`src/hw/rtl/esv_pkg.sv`:
```
// ----------------------------------------------------------------------------
// Encoder sample validator package
// Shared widths, codes and the controller/datapath command and status bundles.
// ----------------------------------------------------------------------------
package esv_pkg;

    // Encoder geometry: one full turn spans the whole reading range
    localparam int POS_W      = 14;
    localparam int RESOLUTION = 1 << POS_W;
    localparam int HALF_RES   = RESOLUTION / 2;

    // Startup vote
    localparam int VOTE_COUNT = 8;
    localparam int VOTE_AW    = (VOTE_COUNT > 1) ? $clog2(VOTE_COUNT) : 1;
    localparam int VOTE_NW    = $clog2(VOTE_COUNT + 1);

    // Register and counter widths
    localparam int TOL_W      = 13;
    localparam int LIMIT_W    = 8;
    localparam int CNT_W      = LIMIT_W + 1;
    localparam int LIM_W      = TOL_W + CNT_W;
    localparam int CFG_IDX_W  = 3;
    localparam int CFG_DATA_W = 13;
    localparam int FAULT_W    = 2;

    // Configuration register indexes
    localparam logic [CFG_IDX_W-1:0] REG_SKIP_TOL    = 3'd0;
    localparam logic [CFG_IDX_W-1:0] REG_SKIP_LIMIT  = 3'd1;
    localparam logic [CFG_IDX_W-1:0] REG_ENFORCE_DIR = 3'd2;
    localparam logic [CFG_IDX_W-1:0] REG_ROT_SENSE   = 3'd3;
    localparam logic [CFG_IDX_W-1:0] REG_REV_TOL     = 3'd4;
    localparam logic [CFG_IDX_W-1:0] REG_REV_LIMIT   = 3'd5;

    // Operation codes
    localparam logic OP_READING = 1'b0;
    localparam logic OP_RESTART = 1'b1;

    // Fault codes
    localparam logic [FAULT_W-1:0] FAULT_NONE = 2'd0;
    localparam logic [FAULT_W-1:0] FAULT_SKIP = 2'd1;
    localparam logic [FAULT_W-1:0] FAULT_DIR  = 2'd2;

    // Controller to datapath commands
    typedef struct packed {
        logic take;       // latch the input transfer
        logic restart;    // clear fault and counters, re-arm vote
        logic vote_wr;    // store the reading in the vote memory
        logic vote_init;  // start the vote walk
        logic rd_cur;     // read candidate entry i
        logic ld_cur;     // capture candidate, start counting at entry 0
        logic count;      // compare entry j against candidate
        logic vote_done;  // take the winner as tracking point
        logic track;      // evaluate a tracked reading
        logic load_out;   // move the result into the output register
    } esv_cmd_t;

    // Datapath to controller status
    typedef struct packed {
        logic faulted;
        logic voting;
        logic fill_last;
        logic j_last;
        logic i_last;
    } esv_sts_t;

endpackage

```
`src/hw/rtl/encoder_sample_validator.sv`:
```
// ----------------------------------------------------------------------------
// Encoder sample validator
// Checks absolute encoder readings against a voted tracking point.
// ----------------------------------------------------------------------------
// Usage:
//   s_ channel carries one item: op (reading or restart) and the reading.
//   m_ channel returns exactly one result per item: emit, position, faulted
//   and fault_kind. cfg_ channel writes one register per transfer and is
//   always ready. The user must write it only while the block is idle;
//   the block itself does not enforce this.
// Sequencing: one item is in work at a time; s_ready is high only when idle.
//   Restart, ignored (faulted) and voting readings go from the input transfer
//   to the response state; tracked readings pass the track state first (the
//   tolerance product is formed at the transfer, the compare in that state).
//   The reading that completes the vote walks the vote memory through its
//   single read port, candidate by candidate.
// Reset: registers return to their defaults, counters and fault clear and
//   the vote re-arms. The vote memory is not cleared; it is always filled
//   before it is read.
// Stall: a finished result sits in the output register; the next item is
//   taken meanwhile and its result waits until the register frees.
// ----------------------------------------------------------------------------
module encoder_sample_validator
    import esv_pkg::*;
(
    input  logic                  aclk,
    input  logic                  aresetn,
    input  logic                  s_valid,
    output logic                  s_ready,
    input  logic                  s_op,
    input  logic [POS_W-1:0]      s_reading,
    output logic                  m_valid,
    input  logic                  m_ready,
    output logic                  m_emit,
    output logic [POS_W-1:0]      m_position,
    output logic                  m_faulted,
    output logic [FAULT_W-1:0]    m_fault_kind,
    input  logic                  cfg_valid,
    output logic                  cfg_ready,
    input  logic [CFG_IDX_W-1:0]  cfg_index,
    input  logic [CFG_DATA_W-1:0] cfg_data
);
    esv_cmd_t cmd;
    esv_sts_t sts;

    // Register writes are always accepted
    assign cfg_ready = 1'b1;

    esv_ctrl u_ctrl (
        .aclk    (aclk),
        .aresetn (aresetn),
        .s_valid (s_valid),
        .s_op    (s_op),
        .s_ready (s_ready),
        .m_valid (m_valid),
        .m_ready (m_ready),
        .sts     (sts),
        .cmd     (cmd)
    );

    esv_dp u_dp (
        .aclk         (aclk),
        .aresetn      (aresetn),
        .cmd          (cmd),
        .sts          (sts),
        .s_reading    (s_reading),
        .cfg_valid    (cfg_valid),
        .cfg_index    (cfg_index),
        .cfg_data     (cfg_data),
        .m_emit       (m_emit),
        .m_position   (m_position),
        .m_faulted    (m_faulted),
        .m_fault_kind (m_fault_kind)
    );

endmodule

```
`src/hw/rtl/esv_ram.sv`:
```
// ----------------------------------------------------------------------------
// Generic RAM
// One write port, one read port with registered read data.
// ----------------------------------------------------------------------------
module esv_ram #(
    parameter int WIDTH = 8,
    parameter int DEPTH = 8,
    localparam int AW = (DEPTH > 1) ? $clog2(DEPTH) : 1
) (
    input  logic                 aclk,
    input  logic                 wr_en,
    input  logic [AW-1:0]        wr_addr,
    input  logic [WIDTH-1:0]     wr_data,
    input  logic [AW-1:0]        rd_addr,
    output logic [WIDTH-1:0]     rd_data
);
    logic [WIDTH-1:0] mem_reg [DEPTH];
    logic [WIDTH-1:0] rd_data_reg;

    // Write and registered read
    always_ff @(posedge aclk) begin
        if (wr_en) begin
            mem_reg[wr_addr] <= wr_data;
        end
        rd_data_reg <= mem_reg[rd_addr];
    end

    assign rd_data = rd_data_reg;

endmodule

```
`src/hw/rtl/esv_ctrl.sv`:
```
// ----------------------------------------------------------------------------
// Encoder sample validator controller
// Sequences input transfers, the startup vote walk and the result transfer.
// ----------------------------------------------------------------------------
module esv_ctrl
    import esv_pkg::*;
(
    input  logic     aclk,
    input  logic     aresetn,
    input  logic     s_valid,
    input  logic     s_op,
    output logic     s_ready,
    output logic     m_valid,
    input  logic     m_ready,
    input  esv_sts_t sts,
    output esv_cmd_t cmd
);
    typedef enum logic [2:0] {
        ST_IDLE,
        ST_TRACK,
        ST_RD_CUR,
        ST_LD_CUR,
        ST_COUNT,
        ST_SET,
        ST_RESP
    } state_t;

    state_t state_reg, state_next;
    logic   m_valid_reg, m_valid_next;

    // Decode commands and next state
    always_comb begin
        cmd        = '0;
        state_next = state_reg;
        unique case (state_reg)
            ST_IDLE: begin
                if (s_valid) begin
                    cmd.take = 1'b1;
                    if (s_op == OP_RESTART) begin
                        cmd.restart = 1'b1;
                        state_next  = ST_RESP;
                    end else if (sts.faulted) begin
                        state_next = ST_RESP;
                    end else if (sts.voting) begin
                        cmd.vote_wr = 1'b1;
                        if (sts.fill_last) begin
                            cmd.vote_init = 1'b1;
                            state_next    = ST_RD_CUR;
                        end else begin
                            state_next = ST_RESP;
                        end
                    end else begin
                        state_next = ST_TRACK;
                    end
                end
            end
            ST_TRACK: begin
                cmd.track  = 1'b1;
                state_next = ST_RESP;
            end
            ST_RD_CUR: begin
                cmd.rd_cur = 1'b1;
                state_next = ST_LD_CUR;
            end
            ST_LD_CUR: begin
                cmd.ld_cur = 1'b1;
                state_next = ST_COUNT;
            end
            ST_COUNT: begin
                cmd.count = 1'b1;
                if (sts.j_last) begin
                    state_next = sts.i_last ? ST_SET : ST_RD_CUR;
                end
            end
            ST_SET: begin
                cmd.vote_done = 1'b1;
                state_next    = ST_RESP;
            end
            ST_RESP: begin
                if (!m_valid_reg || m_ready) begin
                    cmd.load_out = 1'b1;
                    state_next   = ST_IDLE;
                end
            end
            default: state_next = ST_IDLE;
        endcase
    end

    // Hold the result valid until the receiver takes it
    always_comb begin
        m_valid_next = m_valid_reg;
        if (cmd.load_out) begin
            m_valid_next = 1'b1;
        end else if (m_ready) begin
            m_valid_next = 1'b0;
        end
    end

    always_ff @(posedge aclk) begin
        if (!aresetn) begin
            state_reg   <= ST_IDLE;
            m_valid_reg <= 1'b0;
        end else begin
            state_reg   <= state_next;
            m_valid_reg <= m_valid_next;
        end
    end

    assign s_ready = (state_reg == ST_IDLE);
    assign m_valid = m_valid_reg;

endmodule

```
`src/hw/rtl/esv_dp.sv`:
```
// ----------------------------------------------------------------------------
// Encoder sample validator datapath
// Configuration registers, tracking state, vote memory and result register.
// ----------------------------------------------------------------------------
module esv_dp
    import esv_pkg::*;
(
    input  logic                  aclk,
    input  logic                  aresetn,
    input  esv_cmd_t              cmd,
    output esv_sts_t              sts,
    input  logic [POS_W-1:0]      s_reading,
    input  logic                  cfg_valid,
    input  logic [CFG_IDX_W-1:0]  cfg_index,
    input  logic [CFG_DATA_W-1:0] cfg_data,
    output logic                  m_emit,
    output logic [POS_W-1:0]      m_position,
    output logic                  m_faulted,
    output logic [FAULT_W-1:0]    m_fault_kind
);
    // Configuration
    logic [TOL_W-1:0]   skip_tol_reg;
    logic [LIMIT_W-1:0] skip_limit_reg;
    logic               enforce_reg;
    logic               sense_reg;
    logic [TOL_W-1:0]   rev_tol_reg;
    logic [LIMIT_W-1:0] rev_limit_reg;

    // Tracking state
    logic [POS_W-1:0]   reading_reg;
    logic [POS_W-1:0]   tp_reg;
    logic [CNT_W-1:0]   skip_cnt_reg;
    logic [CNT_W-1:0]   ww_cnt_reg;
    logic [FAULT_W-1:0] fault_reg;
    logic               voting_reg;
    logic [VOTE_AW-1:0] fill_reg;
    logic [LIM_W-1:0]   lim_reg;
    logic               res_emit_reg;

    // Vote walk
    logic [VOTE_AW-1:0] i_reg;
    logic [VOTE_AW-1:0] j_reg;
    logic [VOTE_NW-1:0] n_reg;
    logic [VOTE_NW-1:0] best_n_reg;
    logic [POS_W-1:0]   cur_reg;
    logic [POS_W-1:0]   best_reg;

    // Output register
    logic               m_emit_reg;
    logic [POS_W-1:0]   m_position_reg;
    logic               m_faulted_reg;
    logic [FAULT_W-1:0] m_fault_kind_reg;

    logic [VOTE_AW-1:0] ram_rd_addr;
    logic [POS_W-1:0]   ram_rd_data;
    logic [VOTE_NW-1:0] n_sum;

    logic [POS_W-1:0]   diff;
    logic signed [POS_W:0] dx;
    logic signed [POS_W:0] fwd;
    logic signed [POS_W:0] back;
    logic [POS_W:0]     abs_dx;
    logic signed [LIM_W:0] fwd_w;
    logic signed [LIM_W:0] lim_s;
    logic               accept;
    logic               hold;
    logic               skip_inc;
    logic               ww_inc;
    logic [CNT_W-1:0]   skip_n;
    logic [CNT_W-1:0]   ww_n;
    logic [FAULT_W-1:0] fault_n;

    // Vote memory
    esv_ram #(
        .WIDTH (POS_W),
        .DEPTH (VOTE_COUNT)
    ) u_vote_ram (
        .aclk    (aclk),
        .wr_en   (cmd.vote_wr),
        .wr_addr (fill_reg),
        .wr_data (s_reading),
        .rd_addr (ram_rd_addr),
        .rd_data (ram_rd_data)
    );

    // Select read address: candidate, first entry, or next compare entry
    always_comb begin
        priority if (cmd.rd_cur) begin
            ram_rd_addr = i_reg;
        end else if (cmd.ld_cur) begin
            ram_rd_addr = '0;
        end else begin
            ram_rd_addr = j_reg + VOTE_AW'(1);
        end
    end

    assign n_sum = n_reg + VOTE_NW'(ram_rd_data == cur_reg);

    // Wrapped signed delta and the skip / direction decision
    always_comb begin
        diff = reading_reg - tp_reg;
        if (diff > POS_W'(HALF_RES)) begin
            dx = {1'b0, diff} - (POS_W+1)'(RESOLUTION);
        end else begin
            dx = {1'b0, diff};
        end
        fwd    = sense_reg ? -dx : dx;
        back   = -fwd;
        abs_dx = dx[POS_W] ? -dx : dx;
        fwd_w  = (LIM_W+1)'(fwd);
        lim_s  = signed'({1'b0, lim_reg});

        accept   = 1'b0;
        hold     = 1'b0;
        skip_inc = 1'b0;
        ww_inc   = 1'b0;
        if (enforce_reg) begin
            if (fwd_w > lim_s) begin
                skip_inc = 1'b1;
            end else if (fwd[POS_W]) begin
                if (back > signed'((POS_W+1)'(rev_tol_reg))) begin
                    ww_inc = 1'b1;
                end else begin
                    hold = 1'b1;
                end
            end else begin
                accept = 1'b1;
            end
        end else begin
            if (LIM_W'(abs_dx) > lim_reg) begin
                skip_inc = 1'b1;
            end else begin
                accept = 1'b1;
            end
        end

        skip_n = skip_cnt_reg;
        ww_n   = ww_cnt_reg;
        if (skip_inc) begin
            skip_n = skip_cnt_reg + CNT_W'(1);
        end
        if (ww_inc) begin
            ww_n = ww_cnt_reg + CNT_W'(1);
        end
        if (accept || hold) begin
            skip_n = '0;
            ww_n   = '0;
        end

        priority if (skip_n > CNT_W'(skip_limit_reg)) begin
            fault_n = FAULT_SKIP;
        end else if (ww_n > CNT_W'(rev_limit_reg)) begin
            fault_n = FAULT_DIR;
        end else begin
            fault_n = FAULT_NONE;
        end
    end

    // Configuration writes
    always_ff @(posedge aclk) begin
        if (!aresetn) begin
            skip_tol_reg   <= TOL_W'(1);
            skip_limit_reg <= LIMIT_W'(1);
            enforce_reg    <= 1'b0;
            sense_reg      <= 1'b0;
            rev_tol_reg    <= TOL_W'(1);
            rev_limit_reg  <= LIMIT_W'(1);
        end else if (cfg_valid) begin
            unique case (cfg_index)
                REG_SKIP_TOL:    skip_tol_reg   <= cfg_data;
                REG_SKIP_LIMIT:  skip_limit_reg <= cfg_data[LIMIT_W-1:0];
                REG_ENFORCE_DIR: enforce_reg    <= cfg_data[0];
                REG_ROT_SENSE:   sense_reg      <= cfg_data[0];
                REG_REV_TOL:     rev_tol_reg    <= cfg_data;
                REG_REV_LIMIT:   rev_limit_reg  <= cfg_data[LIMIT_W-1:0];
                default: ;
            endcase
        end
    end

    // Tracking and control state
    always_ff @(posedge aclk) begin
        if (!aresetn) begin
            tp_reg       <= '0;
            skip_cnt_reg <= '0;
            ww_cnt_reg   <= '0;
            fault_reg    <= FAULT_NONE;
            voting_reg   <= 1'b1;
            fill_reg     <= '0;
            res_emit_reg <= 1'b0;
        end else begin
            if (cmd.take) begin
                res_emit_reg <= 1'b0;
            end
            // Restart: clear fault and counters, collect a new vote
            if (cmd.restart) begin
                fault_reg    <= FAULT_NONE;
                voting_reg   <= 1'b1;
                fill_reg     <= '0;
                skip_cnt_reg <= '0;
                ww_cnt_reg   <= '0;
            end
            // Advance the fill count
            if (cmd.vote_wr) begin
                fill_reg <= sts.fill_last ? '0 : fill_reg + VOTE_AW'(1);
            end
            // Close the vote
            if (cmd.vote_done) begin
                tp_reg     <= best_reg;
                voting_reg <= 1'b0;
                fill_reg   <= '0;
            end
            // Apply a tracked reading
            if (cmd.track) begin
                if (fault_n != FAULT_NONE) begin
                    fault_reg    <= fault_n;
                    voting_reg   <= 1'b1;
                    fill_reg     <= '0;
                    skip_cnt_reg <= '0;
                    ww_cnt_reg   <= '0;
                    res_emit_reg <= 1'b0;
                end else begin
                    skip_cnt_reg <= skip_n;
                    ww_cnt_reg   <= ww_n;
                    res_emit_reg <= accept || hold;
                    if (accept) begin
                        tp_reg <= reading_reg;
                    end
                end
            end
        end
    end

    // Payload registers: input, skip limit product, vote walk, output
    always_ff @(posedge aclk) begin
        if (cmd.take) begin
            reading_reg <= s_reading;
            lim_reg     <= LIM_W'(skip_tol_reg) * LIM_W'(skip_cnt_reg + CNT_W'(1));
        end
        if (cmd.vote_init) begin
            i_reg      <= '0;
            best_n_reg <= '0;
        end
        if (cmd.ld_cur) begin
            cur_reg <= ram_rd_data;
            j_reg   <= '0;
            n_reg   <= '0;
        end
        if (cmd.count) begin
            if (sts.j_last) begin
                if (n_sum > best_n_reg) begin
                    best_n_reg <= n_sum;
                    best_reg   <= cur_reg;
                end
                i_reg <= i_reg + VOTE_AW'(1);
            end else begin
                j_reg <= j_reg + VOTE_AW'(1);
                n_reg <= n_sum;
            end
        end
        // Output register
        if (cmd.load_out) begin
            m_emit_reg       <= res_emit_reg;
            m_position_reg   <= res_emit_reg ? reading_reg : '0;
            m_faulted_reg    <= (fault_reg != FAULT_NONE);
            m_fault_kind_reg <= fault_reg;
        end
    end

    assign sts.faulted   = (fault_reg != FAULT_NONE);
    assign sts.voting    = voting_reg;
    assign sts.fill_last = (fill_reg == VOTE_AW'(VOTE_COUNT - 1));
    assign sts.j_last    = (j_reg == i_reg);
    assign sts.i_last    = (i_reg == VOTE_AW'(VOTE_COUNT - 1));

    assign m_emit       = m_emit_reg;
    assign m_position   = m_position_reg;
    assign m_faulted    = m_faulted_reg;
    assign m_fault_kind = m_fault_kind_reg;

endmodule

```
`config.mk`:
```
export PLATFORM = sky130hd
export DESIGN_NAME = encoder_sample_validator
export DESIGN_NICKNAME = d
export VERILOG_FILES = /design/src/hw/rtl/esv_pkg.sv /design/src/hw/rtl/encoder_sample_validator.sv /design/src/hw/rtl/esv_ram.sv /design/src/hw/rtl/esv_ctrl.sv /design/src/hw/rtl/esv_dp.sv
export SDC_FILE = /design/constraint.sdc
export NUM_CORES = 1
export LEC_CHECK = 0
export BUFFER_PORTS_ARGS = -buffer_cell sky130_fd_sc_hd__buf_4
export CORE_ASPECT_RATIO = 2
export CORE_MARGIN = 2
export CORE_UTILIZATION = 60
export DETAILED_ROUTE_END_ITERATION = 8
export GPL_TIMING_DRIVEN = 0
export PLACE_DENSITY = 0.77
export SYNTH_ARGS = -nofsm -noshare
export SYNTH_HDL_FRONTEND = slang
export SYNTH_SLANG_ARGS = --single-unit
```
`constraint.sdc`:
```
create_clock -name aclk -period 9.2 [get_ports aclk]
set_clock_uncertainty 0.05 [all_clocks]
set_input_delay 0.92 -clock aclk [delete_from_list [all_inputs] [get_ports aclk]]
set_output_delay 0.92 -clock aclk [all_outputs]
set_load 0.01 [all_outputs]
```
=== Word-level counts from Yosys, hierarchy flattened ===
Memory sizes are Yosys's and may differ from the RTL's. A register that Yosys moved wholly into a read port is not among the register bits.
Index checks and enable logic that the tools add are counted.

* Bits in registers: 183
* Bits in writable memories: 112
* Output and inout bits: 21
* Memories kept: 1

{| class="wikitable"
|+ Memory list
! name !! depth !! width !! read ports !! clocked after memory_dff !! write ports !! RTL line !! text
|-
| u_dp.u_vote_ram.mem_reg || 8 || 14 || 1 || 1 || 1 || esv_ram.sv:17 || <nowiki>logic [WIDTH-1:0] mem_reg [DEPTH];</nowiki>
|}

* Add/sub/neg operators: 11
* Multiply operators: 1
* Magnitude comparators: 7
* Equality and inequality tests: 18
* Mux-type cells: 91
* Reduce and logical (&&, ||, !) cells: 19

{| class="wikitable"
|+ Operators by type and width
! kind !! count
|-
| 9-bit two-way mux || 9
|-
| 3-bit two-way mux || 22
|-
| 14-bit two-way mux || 4
|-
| 15-bit two-way mux || 3
|-
| 4-bit two-way mux || 9
|-
| 1-bit two-way mux || 35
|-
| 15-bit negation || 2
|-
| 15-bit by 23-bit > comparator with 1-bit output || 1
|-
| 15-bit by 22-bit > comparator with 1-bit output || 1
|-
| 13-bit by 22-bit multiplier with 22-bit output || 1
|-
| 3-bit equality test (second input constant) || 7
|-
| 9-bit by 1-bit adder with 9-bit output (second input constant) || 2
|-
| 9-bit by 8-bit > comparator with 1-bit output || 2
|-
| 3-bit case mux with 6 select lines || 1
|-
| 2-bit two-way mux || 8
|-
| 15-bit by 14-bit > comparator with 1-bit output || 1
|-
| 14-bit by 15-bit subtractor with 15-bit output (second input constant) || 1
|-
| 14-bit equality test || 1
|-
| 14-bit > comparator (second input constant) || 1
|-
| 14-bit subtractor || 1
|-
| 3-bit by 2-bit equality test with 1-bit output (second input constant) || 4
|-
| 2-bit AND reduction || 6
|-
| 9-bit by 1-bit adder with 10-bit output (second input constant) || 1
|-
| 2-bit nonzero test || 5
|-
| other kinds (12) || 19
|}

=== Logic depth before layout (Yosys ltp) ===
* Depth after elaboration: 19
* Mapped depth: 45
* Mapped depth without buffers: 41

=== Cells and area by module ===
Synthesis repeated with hierarchy kept, for this count alone.

* Cell total of the unflattened synthesis: 1893
* Area, all modules: 19949.1 µm²

{| class="wikitable"
|+ Modules (own cells, without submodules)
! module !! instances !! cells an instance !! area an instance (µm²) !! sequential area each (µm²)
|-
| esv_dp || 1 || 1654 || 14921.8 || 4404.2
|-
| esv_ram || 1 || 188 || 4635.7 || 3643.5
|-
| esv_ctrl || 1 || 49 || 380.4 || 80.1
|-
| encoder_sample_validator || 1 || 2 || 11.3 || 0.0
|}

=== Least setup slack after synthesis ===
Ideal clock, no wire load.

* Path kind: reg2reg
* From: reg u_dp.reading_reg[0]
* To: reg u_dp.ww_cnt_reg[2]
* Library setup time: 57 ps
* Arrival: 8098 ps
* Data required time: 9093 ps
* Path slack: 995 ps
* Cell stages (with the launch flop): 43
* Period minus slack after synthesis: 8205 ps
* Cell sequence: edfxtp_1 > inv_1 > ha_1 > inv_1 > fa_1 > xnor2_1 > nand2_1 > or3_1 > nor3b_2 > a41oi_1 > clkbuf_1 > ha_1 > nand2_1 > o21a_1 > clkbuf_1 > ha_1 > a21o_1 > a21o_1 > [... 7 more ...] > buf_2 > clkbuf_1 > nor2_1 > ha_1 > nor2b_1 > o21a_1 > o21a_1 > o21ai_0 > nand2b_1 > a21oi_1 > o31ai_1 > nor2_1 > nand3_1 > nor3_1 > nand4_2 > buf_4 > nor3b_1 > a21o_1

* Longest elaborated chain between the ends: 19

{| class="wikitable"
|+ RTL lines
! item !! RTL line !! text
|-
| from (decl) || esv_dp.sv:30 || <nowiki>logic [POS_W-1:0] reading_reg;</nowiki>
|-
| from (signal assigned) || esv_dp.sv:237 || <nowiki>reading_reg <= s_reading;</nowiki>
|-
| 14-bit subtractor (*) || esv_dp.sv:101 || <nowiki>diff = reading_reg - tp_reg;</nowiki>
|-
| 14-bit by 15-bit subtractor with 15-bit output or 14-bit > comparator (tied branches) || esv_dp.sv:103, esv_dp.sv:102 ||
|-
| 15-bit two-way mux (*) || esv_dp.sv:102 || <nowiki>if (diff > POS_W'(HALF_RES)) begin</nowiki>
|-
| 15-bit negation || esv_dp.sv:107, esv_dp.sv:109 ||
|-
| 15-bit two-way mux || esv_dp.sv:107 || <nowiki>fwd = sense_reg ? -dx : dx;</nowiki>
|-
| 15-bit negation || esv_dp.sv:108 || <nowiki>back = -fwd;</nowiki>
|-
| 15-bit by 14-bit > comparator with 1-bit output || esv_dp.sv:121 || <nowiki>if (back > signed'((POS_W+1)'(rev_tol_reg))) begin</nowiki>
|-
| 1-bit two-way mux || esv_dp.sv:121 ||
|-
| [... 3 more ...] || - ||
|-
| 9-bit two-way mux or 1-bit logical OR (tied branches) || esv_dp.sv:142, esv_dp.sv:145 ||
|-
| 9-bit two-way mux || esv_dp.sv:145 || <nowiki>if (accept || hold) begin</nowiki>
|-
| 9-bit by 8-bit > comparator with 1-bit output || esv_dp.sv:152 || <nowiki>end else if (ww_n > CNT_W'(rev_limit_reg)) begin</nowiki>
|-
| 2-bit two-way mux || esv_dp.sv:152 ||
|-
| 2-bit two-way mux || esv_dp.sv:150 || <nowiki>priority if (skip_n > CNT_W'(skip_limit_reg)) begin</nowiki>
|-
| 2-bit nonzero test || esv_dp.sv:215 || <nowiki>if (fault_n != FAULT_NONE) begin</nowiki>
|-
| 9-bit two-way mux (*) || esv_dp.sv:215 ||
|-
| 9-bit two-way mux (*) || esv_dp.sv:214 || <nowiki>if (cmd.track) begin</nowiki>
|-
| to (signal assigned) || esv_dp.sv:224 || <nowiki>ww_cnt_reg <= ww_n;</nowiki>
|-
| to (decl) || esv_dp.sv:33 || <nowiki>logic [CNT_W-1:0] ww_cnt_reg;</nowiki>
|}

Every way passes the cells marked *; elsewhere a longest branch is shown, timed or not.
A chain may end at the register's enable or synchronous reset.

=== Worst setup path after layout ===
* From: reg u_dp.reading_reg[0]
* To: reg u_dp.ww_cnt_reg[7]

Same word-level chain as after synthesis.

==> results.sh <==
export IMPL_cts_hold_buf=0
export IMPL_use_met2_pct=60.09
export IMPL_cp_slowest_cell="xnor2_1"
export IMPL_arrival_ns=9.34
export IMPL_place_gp_congestion=0.9469
export IMPL_clk_pin_slew_worst_paths_ns=0.07
export IMPL_setup_viol=0
export IMPL_multi_input_area_um2=11060
export IMPL_drt_iter0_markers=829
export IMPL_holdPathEnd="u_dp.cur_reg[5]"
export IMPL_syn_area_per_cell_um2=9.693
export IMPL_fin_crit_ns=8.865
export IMPL_tritoncts="done"
export IMPL_die_w_um=132.6
export IMPL_finish_utilization_pct=68.25
export IMPL_grt_max_degree=32
export IMPL_critPathKind="flop to flop"
export IMPL_wire_per_inst_um=20.66
export IMPL_cpPeakStageDelay_ns=0.87
export IMPL_drv_slew=0
export IMPL_ys_flop_type="edfxtp_1"
export IMPL_busiest_layer="met2"
export IMPL_place_hpwl_mm=42.32
export IMPL_finalHoldViolCount=0
export IMPL_largest_register_ffs=112
export IMPL_placementRows=94
export IMPL_hold_class="flop to flop"
export IMPL_critPathTopFamily="compound AO/OA/AOI/OAI gates"
export IMPL_fmax_mhz=112.8
export IMPL_synth_nets=2319
export IMPL_nets=2432
export IMPL_power_mw=5.610
export IMPL_grtUsageMet3_pct=4.142
export IMPL_cts_sinks=309
export IMPL_syn_area_um2=19830
export IMPL_peakVddDrop_v=0.0003570
export IMPL_yosys_warnings=0
export IMPL_cts_buffers=28
export IMPL_mostFrequentLayoutCell="nand2_1"
export IMPL_diodes=0
export IMPL_use_met1_pct=27.06
export IMPL_coreArea_um2=32700
export IMPL_numPortBuffers=55
export IMPL_grt_first_pass_wirelength_mm=82.92
export IMPL_final_period_utilization_pct=96.36
export IMPL_reg2reg_to="u_dp.ww_cnt_reg[7]"
export IMPL_cp_max_fo=10
export IMPL_seq_area_um2=8128
export IMPL_max_slew_margin_pct=3.199
export IMPL_via_per_inst=5.937
export IMPL_vias=15513
export IMPL_hold_path_startpoint="u_dp.u_vote_ram.rd_data[5]"
export IMPL_final_cell_mix="nand2_1 (367), edfxtp_1 (194), inv_1 (167), ha_1 (149), dfxtp_1 (115)"
export IMPL_grt_antenna_before_repair=0
export IMPL_firstDrtPassIters=5
export IMPL_synth_top_cell_area_share_pct=29.38
export IMPL_p_leak_nw=9.320
export IMPL_reg2reg_from="u_dp.reading_reg[0]"
export IMPL_critical_path_buf_inv_count=8
export IMPL_drive_gt1_share_pct=9.537
export IMPL_drc_errors=0
export IMPL_clock_root_buffer="clkbuf_16"
export IMPL_initial_core_util_pct=60.65
export IMPL_synth_yosys_seq_area_share_pct=40.98
export IMPL_pin_count=57
export IMPL_grt_use_total_pct=31.28
export IMPL_synth_area_leaders="edfxtp_1 (29%), dfxtp_1 (12%), ha_1 (9.5%)"
export IMPL_cap_violations=0
export IMPL_worst_pin_slew_ns=1.447
export IMPL_required_ns=9.68
export IMPL_power_density_nw_per_um2=251.4
export IMPL_routed_wl_mm=53.98
export IMPL_crit_path_end_kind="flop"
export IMPL_insertion_delay_ns=0.58
export IMPL_status="complete, no violations"
export IMPL_r2r_cells=41
export IMPL_drtAntennaViolNets=0
export IMPL_fillers=2602
export IMPL_r2r_setup_slack_ns=0.34
export IMPL_ys_types=86
export IMPL_clockBufferDepth=3
export IMPL_yosys_area_top_type="edfxtp_1"
export IMPL_synth_edff_count=194
export IMPL_synthToLayoutAreaGrowth_pct=12.52
export IMPL_synthCells=2046
export IMPL_die_y_um=261.1
export IMPL_ys_async_sr_fraction_pct=0
export IMPL_start_kind="flop"
export IMPL_crit_start="u_dp.reading_reg[0]"
export IMPL_grt_overflow_total=0
export IMPL_die_area_um2=34610
export IMPL_htreeDepth=1
export IMPL_grt_pass1_vias=16109
export IMPL_holdPathStages=0
export IMPL_setup_tns_ns=0
export IMPL_synth_seq_cells=309
## worst max path at each step
stage | end | slack [ns] | cells after the start
3_3_place_gp | u_dp.tp_reg[3] | -1.29 | 39
4_1_cts | u_dp.ww_cnt_reg[2] | 0.0009 | 44
5_1_grt | u_dp.ww_cnt_reg[2] | -0.09 | 43
2_1_floorplan | u_dp.ww_cnt_reg[2] | 1.0 | 42
6_report | u_dp.ww_cnt_reg[7] | 0.34 | 41
3_5_place_dp | u_dp.tp_reg[3] | -1.51 | 39
## power breakdown
| part | switching, mW | internal [mW] | total, mW |
|---|---|---|---|
| Combinational | 1.67 | 0.991 | 2.66 |
| Sequential | 0.111 | 1.65 | 1.76 |
| Clock | 0.547 | 0.637 | 1.18 |
| Total | 2.33 | 3.28 | 5.61 |
## per-layer routing
metal / routed length, µm / share of wire [%]
met1: 16880 / 31
met2: 29110 / 54
met3: 2070 / 3.8
met4: 5913 / 11
met5: 0 / 0
## repair_timing
action                                  4_1_cts  5_1_grt
pin swaps                                     3       18
endpoints found under the setup margin       37       36
gates resized for setup                      35       37
buffers inserted                              3       16
cloned                                        0        1
## synth_stat cells, drive strengths merged, types with 38 or more instances
cell type and instances:
a21boi 41, a21oi 44, and2 85, clkbuf 80, dfxtp 115, edfxtp 194, fa 86, ha 151
inv 167, nand2 367, nand3 112, nor2 74, nor2b 38, o21ai 97, xnor2 72
## logic make-up (layout without fill, tap and decap cells)
kind of cell | after synthesis | in the layout | share of synthesized area (%)
XOR/XNOR | 105 | 105 | 4.637
multiplexers | 21 | 21 | 1.066
buffers and inverters | 255 | 390 | 4.934
AND/OR/NAND/NOR | 803 | 803 | 19.32
AO/OA/AOI/OAI | 315 | 315 | 10.83
other | 1 | 1 | 0.01891
adder cells (fa/ha/maj) | 237 | 237 | 18.21
flip-flops | 309 | 309 | 40.98
## cell type report
cell class	instances	share of cell area (%)
Inverter	167	2.809
Multi-Input combinational cell	1482	49.55
Clock inverter	19	0.7962
Tap cell	432	2.422
Buffer	87	1.688
Sequential cell	309	36.42
Timing Repair Buffer	84	2.994
Clock buffer	33	3.314
## stage by stage
| step | setup WS, ns | hold slack [ns] | cell area (µm²) | cells |
|---|---|---|---|---|
| 6_report | 0.3353 | 0.4016 | 22320 | 2613 |
| 4_1_cts | 0.0009166 | 0.3998 | 22010 | 2595 |
| 3_5_place_dp | -1.506 | 0.3869 | 20910 | 2541 |
| 2_1_floorplan | 0.9952 | 0.3716 | 19830 | 2046 |
| 5_1_grt | -0.08634 | 0.4127 | 22320 | 2613 |
| 3_3_place_gp | -1.290 | 0.3840 | 20780 | 2533 |
Note: power is estimated with default switching activity, not from simulation.
